==> config.mk <==
export PLATFORM = sky130hd
export DESIGN_NAME = stable_partition_by_magnitude
export DESIGN_NICKNAME = d
export VERILOG_FILES = /design/src/spbm_pkg.sv /design/src/spbm_classify.sv /design/src/spbm_buffer.sv /design/src/stable_partition_by_magnitude.sv
export SDC_FILE = /design/constraint.sdc
export NUM_CORES = 1
export LEC_CHECK = 0
export BUFFER_PORTS_ARGS = -buffer_cell sky130_fd_sc_hd__clkbuf_2
export CAP_MARGIN = 5
export CORE_MARGIN = 2
export CORE_UTILIZATION = 55
export CTS_CLUSTER_SIZE = 24
export DETAILED_ROUTE_END_ITERATION = 16
export GPL_TIMING_DRIVEN = 0
export PLACE_DENSITY = 0.71
export SLEW_MARGIN = 20
export SYNTH_ARGS = -nofsm -noshare
export SYNTH_HDL_FRONTEND = slang
export SYNTH_SLANG_ARGS = --single-unit
export TNS_END_PERCENT = 50
==> constraint.sdc <==
create_clock -name clk_i -period 8.9 [get_ports clk_i]
set_clock_uncertainty 0.05 [all_clocks]
set_input_delay 1.78 -clock clk_i [delete_from_list [all_inputs] [get_ports clk_i]]
set_output_delay 1.78 -clock clk_i [all_outputs]
set_load 0.05 [all_outputs]
==> src/spbm_pkg.sv <==
// Shared constants and types for the stable partition by magnitude block.
`default_nettype none

package spbm_pkg;

  // Width of one signed Q16.16 sample word.
  localparam int unsigned SampleW = 32;

  // Default number of entries in the small-sample buffer.
  localparam int unsigned BufferDepthDefault = 32;

  // One signed Q16.16 sample word.
  typedef logic signed [SampleW-1:0] sample_t;

endpackage

`default_nettype wire

==> src/spbm_classify.sv <==
// Magnitude classifier: saturating absolute value compared against the threshold.
`default_nettype none

module spbm_classify (
  input  spbm_pkg::sample_t sample_i,
  input  spbm_pkg::sample_t threshold_i,
  output logic              is_large_o
);

  localparam int unsigned MagW = spbm_pkg::SampleW - 1;

  logic [spbm_pkg::SampleW-1:0] neg_w;
  logic [MagW-1:0]              mag_w;
  logic                         is_min_w;

  // Absolute value. The most negative word has no positive twin and saturates.
  always_comb begin
    neg_w    = spbm_pkg::SampleW'(-sample_i);
    is_min_w = sample_i[spbm_pkg::SampleW-1] && (sample_i[MagW-1:0] == '0);
    if (!sample_i[spbm_pkg::SampleW-1]) begin
      mag_w = sample_i[MagW-1:0];
    end else if (is_min_w) begin
      mag_w = '1;
    end else begin
      mag_w = neg_w[MagW-1:0];
    end
  end

  // A negative threshold makes every sample large; otherwise compare magnitudes.
  assign is_large_o = threshold_i[spbm_pkg::SampleW-1] || (mag_w > threshold_i[MagW-1:0]);

endmodule

`default_nettype wire

==> src/spbm_buffer.sv <==
// Small-sample buffer: one write port and one registered read port.
`default_nettype none

module spbm_buffer #(
  parameter int unsigned Depth = spbm_pkg::BufferDepthDefault,
  parameter int unsigned AddrW = (Depth > 1) ? $clog2(Depth) : 1
) (
  input  wire               clk_i,
  input  wire               wr_en_i,
  input  wire [AddrW-1:0]   wr_addr_i,
  input  spbm_pkg::sample_t wr_data_i,
  input  wire               rd_en_i,
  input  wire [AddrW-1:0]   rd_addr_i,
  output spbm_pkg::sample_t rd_data_o
);

  spbm_pkg::sample_t mem_q [Depth];
  spbm_pkg::sample_t rd_data_q;

  // Write port.
  always_ff @(posedge clk_i) begin
    if (wr_en_i) begin
      mem_q[wr_addr_i] <= wr_data_i;
    end
  end

  // Registered read port; the word holds while no read is issued.
  always_ff @(posedge clk_i) begin
    if (rd_en_i) begin
      rd_data_q <= mem_q[rd_addr_i];
    end
  end

  assign rd_data_o = rd_data_q;

endmodule

`default_nettype wire

==> src/stable_partition_by_magnitude.sv <==
// A large sample appears on the output in the cycle after it is accepted.
// Throughput: one sample per cycle outside a flush while the output word is taken.
// At the end of a run the input closes while the buffer flushes its N buffered
// samples, one word per cycle through the registered read port while the output is taken.
// Reset clears the threshold, the buffer count, the drop flag and the output valid;
// buffer contents are not cleared and are only read after being written.
`default_nettype none

module stable_partition_by_magnitude #(
  parameter int unsigned BUFFER_DEPTH = spbm_pkg::BufferDepthDefault
) (
  input  wire               clk_i,
  input  wire               rst_ni,
  input  wire               cfg_we_i,
  input  spbm_pkg::sample_t cfg_wdata_i,
  input  wire               in_valid_i,
  output logic              in_ready_o,
  input  spbm_pkg::sample_t sample_value_i,
  input  wire               is_final_i,
  output logic              out_valid_o,
  input  wire               out_ready_i,
  output spbm_pkg::sample_t out_value_o,
  output logic              run_end_o,
  output logic              overflow_seen_o
);

  localparam int unsigned CntW  = $clog2(BUFFER_DEPTH + 1);
  localparam int unsigned AddrW = (BUFFER_DEPTH > 1) ? $clog2(BUFFER_DEPTH) : 1;
  localparam logic [CntW-1:0] DepthC = CntW'(BUFFER_DEPTH);

  localparam logic ST_RUN   = 1'b0;
  localparam logic ST_FLUSH = 1'b1;

  logic              state_q, state_d;
  spbm_pkg::sample_t threshold_q;
  logic [CntW-1:0]   count_q, count_d;
  logic              flag_q, flag_d;
  logic [CntW-1:0]   rd_idx_q, rd_idx_d;
  logic [CntW-1:0]   out_idx_q, out_idx_d;
  logic              rdata_valid_q, rdata_valid_d;
  logic              out_valid_q, out_valid_d;
  spbm_pkg::sample_t out_value_q, out_value_d;
  logic              run_end_q, run_end_d;
  logic              ovf_q, ovf_d;

  logic              is_large;
  logic              out_free;
  logic              accept;
  logic              wr_en;
  logic              drop;
  logic [CntW-1:0]   count_after;
  logic              flag_after;
  logic              rd_en;
  logic              load_flush;
  logic              flush_last;
  logic [CntW-1:0]   out_idx_inc;
  spbm_pkg::sample_t rd_data;

  // Threshold classification of the incoming word.
  spbm_classify u_classify (
    .sample_i    (sample_value_i),
    .threshold_i (threshold_q),
    .is_large_o  (is_large)
  );

  // Buffer for small samples, flushed in arrival order.
  spbm_buffer #(
    .Depth (BUFFER_DEPTH),
    .AddrW (AddrW)
  ) u_buffer (
    .clk_i     (clk_i),
    .wr_en_i   (wr_en),
    .wr_addr_i (count_q[AddrW-1:0]),
    .wr_data_i (sample_value_i),
    .rd_en_i   (rd_en),
    .rd_addr_i (rd_idx_q[AddrW-1:0]),
    .rd_data_o (rd_data)
  );

  // Handshake and datapath decisions.
  always_comb begin
    out_free    = !out_valid_q || out_ready_i;
    in_ready_o  = (state_q == ST_RUN) && out_free;
    accept      = in_valid_i && in_ready_o;
    wr_en       = accept && !is_large && (count_q < DepthC);
    drop        = accept && !is_large && (count_q >= DepthC);
    count_after = count_q + CntW'(wr_en);
    flag_after  = flag_q || drop;
    load_flush  = (state_q == ST_FLUSH) && rdata_valid_q && out_free;
    out_idx_inc = CntW'(out_idx_q + 1'b1);
    flush_last  = (out_idx_inc == count_q);
    rd_en       = (state_q == ST_FLUSH) && (rd_idx_q < count_q)
                  && (!rdata_valid_q || load_flush);
  end

  // Run control and flush sequencing.
  always_comb begin
    state_d       = state_q;
    count_d       = count_q;
    flag_d        = flag_q;
    rd_idx_d      = rd_idx_q;
    out_idx_d     = out_idx_q;
    rdata_valid_d = rdata_valid_q;

    unique case (state_q)
      ST_RUN: begin
        if (accept) begin
          if (is_final_i) begin
            if (count_after == '0) begin
              count_d = '0;
              flag_d  = 1'b0;
            end else begin
              state_d = ST_FLUSH;
              count_d = count_after;
              flag_d  = flag_after;
            end
          end else begin
            count_d = count_after;
            flag_d  = flag_after;
          end
        end
      end
      ST_FLUSH: begin
        if (rd_en) begin
          rd_idx_d      = CntW'(rd_idx_q + 1'b1);
          rdata_valid_d = 1'b1;
        end else if (load_flush) begin
          rdata_valid_d = 1'b0;
        end
        if (load_flush) begin
          out_idx_d = out_idx_inc;
          if (flush_last) begin
            state_d   = ST_RUN;
            count_d   = '0;
            flag_d    = 1'b0;
            rd_idx_d  = '0;
            out_idx_d = '0;
          end
        end
      end
      default: begin
        state_d = ST_RUN;
      end
    endcase
  end

  // Output word register: a large sample in a run, or a buffered word in a flush.
  always_comb begin
    out_value_d = out_value_q;
    run_end_d   = run_end_q;
    ovf_d       = ovf_q;
    if (accept && is_large) begin
      out_value_d = sample_value_i;
      run_end_d   = is_final_i && (count_q == '0);
      ovf_d       = flag_q;
    end else if (load_flush) begin
      out_value_d = rd_data;
      run_end_d   = flush_last;
      ovf_d       = flag_q;
    end
    if ((accept && is_large) || load_flush) begin
      out_valid_d = 1'b1;
    end else if (out_ready_i) begin
      out_valid_d = 1'b0;
    end else begin
      out_valid_d = out_valid_q;
    end
  end

  // Control registers.
  always_ff @(posedge clk_i or negedge rst_ni) begin
    if (!rst_ni) begin
      state_q       <= ST_RUN;
      threshold_q   <= '0;
      count_q       <= '0;
      flag_q        <= 1'b0;
      rd_idx_q      <= '0;
      out_idx_q     <= '0;
      rdata_valid_q <= 1'b0;
      out_valid_q   <= 1'b0;
    end else begin
      state_q       <= state_d;
      count_q       <= count_d;
      flag_q        <= flag_d;
      rd_idx_q      <= rd_idx_d;
      out_idx_q     <= out_idx_d;
      rdata_valid_q <= rdata_valid_d;
      out_valid_q   <= out_valid_d;
      if (cfg_we_i) begin
        threshold_q <= cfg_wdata_i;
      end
    end
  end

  // Output payload registers.
  always_ff @(posedge clk_i) begin
    out_value_q <= out_value_d;
    run_end_q   <= run_end_d;
    ovf_q       <= ovf_d;
  end

  assign out_valid_o     = out_valid_q;
  assign out_value_o     = out_value_q;
  assign run_end_o       = run_end_q;
  assign overflow_seen_o = ovf_q;

`ifndef SYNTHESIS
  // The fill count never passes the buffer depth.
  assert property (@(posedge clk_i) disable iff (!rst_ni) count_q <= DepthC)
    else $error("buffer count exceeds depth");

  // Reads issued equal words emitted plus the one word waiting in the read register.
  assert property (@(posedge clk_i) disable iff (!rst_ni)
      rd_idx_q == CntW'(out_idx_q + CntW'(rdata_valid_q)))
    else $error("flush read and emit counters out of step");

  // Emitting the last flushed word empties the buffer and ends the flush.
  assert property (@(posedge clk_i) disable iff (!rst_ni)
      load_flush && flush_last |=> (count_q == '0) && (state_q == ST_RUN))
    else $error("flush did not close cleanly");
`endif

endmodule

`default_nettype wire

==> results by group <==
Pwr
  • Leakage power: 17.5 nW
  • Logic pwr share: 29.8%
  • P_sw: 0.00463 W
  • Pwr dens: 294 nW/um^2
  • Int Pwr: 0.0107 W
  • Clock Power Share: 28.8%
  • Sequential Power Share: 41.3%
  • Switch share: 30.1%
  • Peak VDD IR: 0.239 mV

Route
  • DR pass1 iterations: 5
  • DRT Wirelength: 113,000 um
  • Wire length per cell: 30.6 um
  • Via count: 23,915
  • 1st-iter DRT viols: 3,187
  • Via density: 6.47
  • Final ANT Viol Nets: 0
  • Number of remaining DRC errors: 0

Final layout
  • Antenna Cells: 0
  • Fraction of layout cells with a size suffix above 1: 34.8%
  • Nets: 2,652
  • Synthesis-to-layout area growth: 14.9%

Floorplan
  • Rows: 105
  • Initial Utilization: 55.6%
  • Boundary Pins: 106
  • Core ar.: 82,000 sq um
  • Die W: 292 um
  • Height of the die: 292 um
  • Die area: 85,100 sq um

Timing
  • RSZ-0062 raised after global routing: no
  • Final Hold Vio Count: 0
  • Post-route minimum period: 8.70 ns
  • Worst Hold Slack: 0.409 ns
  • Setup TNS: 0 ns
  • Slew Limit Fails: 0
  • Setup ws final: 0.205 ns
  • Fin crit share: 97.7%
  • Peak Freq: 0.115 GHz
  • Worst-margin pin slew: 1.21 ns
  • Headroom to the max-slew limit: 18.8%
  • Final setup vio count: 0

CTS
  • TritonCTS Buffers: 110
  • Clk_lat worst skew: 0.67 ns
  • CTS tree: done
  • CTS clock-pin slew for the worst setup and hold paths: 0.06 ns
  • H-Tree Level Count: 3
  • Clock sinks: 1,144
  • Resized cells post-CTS: 0
  • Root Driver: clkbuf_16
  • Post-CTS Hold Fix Bufs: 0
  • Clock Tree Buf Depth: 3
  • Postcts setup bufs: 0

Synth
  • Mapped Cells: 2,132
  • Yosys top cell by area: edfxtp_1
  • Syn_area_per_cell: 21.4 sq um
  • Synth cell count leaders: edfxtp_1 (1,090), mux4_2 (320), nand2_1 (92), clkbuf_1 (72), mux2_2 (66)
  • Yosys warns: 0
  • Synth async-reset ratio: 4.72%
  • Yosys top cell area share: 71.9%
  • Main flop type after synthesis: edfxtp_1
  • EDFF count, synth: 1,090
  • Synthesized cell area: 45,500 sq um
  • Syn Nets: 2,243
  • Register area share after synthesis: 74.8%
  • Synth area leaders: edfxtp_1 (72%), mux4_2 (16%), dfrtp_1 (3.0%), mux2_2 (1.6%), ha_1 (1.1%)
  • Synth Register Bits: 1,144
  • Dominant cell by count in the synthesized netlist: edfxtp_1
  • Synth unique cells: 58

GRT
  • Total gr overflow: 0
  • Met2 Usage GRT: 43.6%
  • GRT Max-Usage Layer: met2
  • Total track usage: 27.0%
  • Met1 Resource Use GR: 38.6%
  • Largest net degree at the start of global routing: 55
  • Vias in the first global route: 24,249
  • Initial antenna violation count: 3
  • M3 GR Usage: 4.74%
  • First-pass GRT wire length: 165,000 um

Setup path
  • Crit end category: register
  • Worst path arrival time: 9.17 ns
  • Critical Path Start Type: primary input
  • Worst-path fanout max: 37
  • WS Path Type: in -> reg
  • WP data required: 9.37 ns

Placement
  • Post-DP HPWL: 77,700 um
  • Post-Place Worst Slack: -0.146 ns
  • Port Buffers: 104
  • RePlAce Congestion: 0.892

Worst hold path
  • Worst hold path class: reg -> reg

Run
  • Max-Cap Viols: 0

Run status
  • Status: completed
## per-stage QoR
step	utilization (%)	instance area (sq um)	instances	total power [W]
after CTS	63.8	52300	3694	0.0154
after detailed placement	59.7	48900	3499	0.0110
after global routing	63.8	52300	3694	0.0159
after global placement	57.8	47400	3306	0.0109
final	63.8	52300	3694	0.0154
after floorplan	-	45500	2132	0.00954
## critical path, stage by stage
cell       delay (ns)
clkbuf_2         0.46
or2_2            0.51
nor4_1           0.98
nand2_1          0.25
o41ai_1          0.44
xor2_1           0.20
nand2_1          0.09
ha_1             0.29
nand3_1          0.14
nor3_1           0.38
o31a_1           0.19
o21ai_0          0.16
a21oi_1          0.77
clkbuf_1         0.80
nor3_1           0.12
ha_1             0.26
ha_1             0.30
nor4b_1          0.42
a41oi_1          0.23
o21bai_1         0.21
o2bb2ai_1        0.14
## state kept, by name (all words and copies together), names as in the netlist, 6 cells and up
register            flops
out_idx_q               6
count_q                 6
u_buffer.rd_data_o     32
u_buffer.mem_q       1024
threshold_q            32
rd_idx_q                6
out_value_o            32
## layer usage
metal  part of all wire (%)  vias to the layer above
li1                       -                     9709
met1                     39                    12553
met2                     49                     1418
met3                    9.1                      235
met4                    3.0                        0
met5                      0                        -
## layout make-up
cell class / count / area (sq um)
inverter: 45 / 169
sequential: 1144 / 34100
tap: 1070 / 1340
clock buffer: 141 / 2930
clock inverter: 54 / 442
fill: 5490 / 29700
buffer: 114 / 504
timing repair buffer: 297 / 1840
multi-input combinational: 829 / 11000
## cells by family (layout without fill, tap and decap cells)
group | Yosys count | count (layout) | synth area share [%]
flip-flops | 1144 | 1144 | 74.8
multiplexers | 390 | 390 | 17.5
AND/OR/NAND/NOR | 238 | 238 | 2.69
buffers and inverters | 159 | 651 | 1.46
AO/OA/AOI/OAI | 126 | 126 | 1.70
adder cells (fa/ha/maj) | 41 | 41 | 1.13
XOR/XNOR | 34 | 34 | 0.654
## power by group through the flow
| stage | registers, W | clock network [W] | logic (W) |
|---|---|---|---|
| finish | 0.00635 | 0.00443 | 0.00458 |
| CTS | 0.00635 | 0.00448 | 0.00460 |
| global placement | 0.00647 | 0 | 0.00440 |
| global route | 0.00637 | 0.00468 | 0.00481 |
| floorplan | 0.00674 | 0 | 0.00280 |
| detailed placement | 0.00646 | 0 | 0.00455 |
## cell usage in the layout, fill, tap and decap left out, types with 8 or more instances in the layout
cell	count
clkinv_2	17
buf_4	55
clkbuf_16	113
inv_1	44
nor3_1	10
xnor2_1	8
mux4_2	320
a21oi_1	22
nand2_1	91
clkbuf_2	110
nor2_1	19
or4_1	9
mux2_2	66
o21ai_0	60
buf_2	157
nor4_2	27
o31ai_1	11
xor2_1	26
ha_1	41
nand3_1	24
nand4_1	9
clkinv_1	23
clkbuf_1	95
edfxtp_1	1090
dfrtp_1	54
## worst paths after layout
path,cells past startpoint,startpoint,to,slack (ns)
min reg2reg,0,flag_q$_DFFE_PN0P_,overflow_seen_o$_DFFE_PP_,0.41
min,0,flag_q$_DFFE_PN0P_,overflow_seen_o$_DFFE_PP_,0.41
max,21,sample_value_i[2],flag_q$_DFFE_PN0P_,0.20
max reg2reg,15,threshold_q[14]$_DFFE_PN0P_,flag_q$_DFFE_PN0P_,3.90
max in group asynchronous,1,rst_ni,threshold_q[17]$_DFFE_PN0P_,7.09
min in group asynchronous,1,rst_ni,out_idx_q[1]$_DFFE_PN0P_,1.15
(Power assumes the default switching activity.)
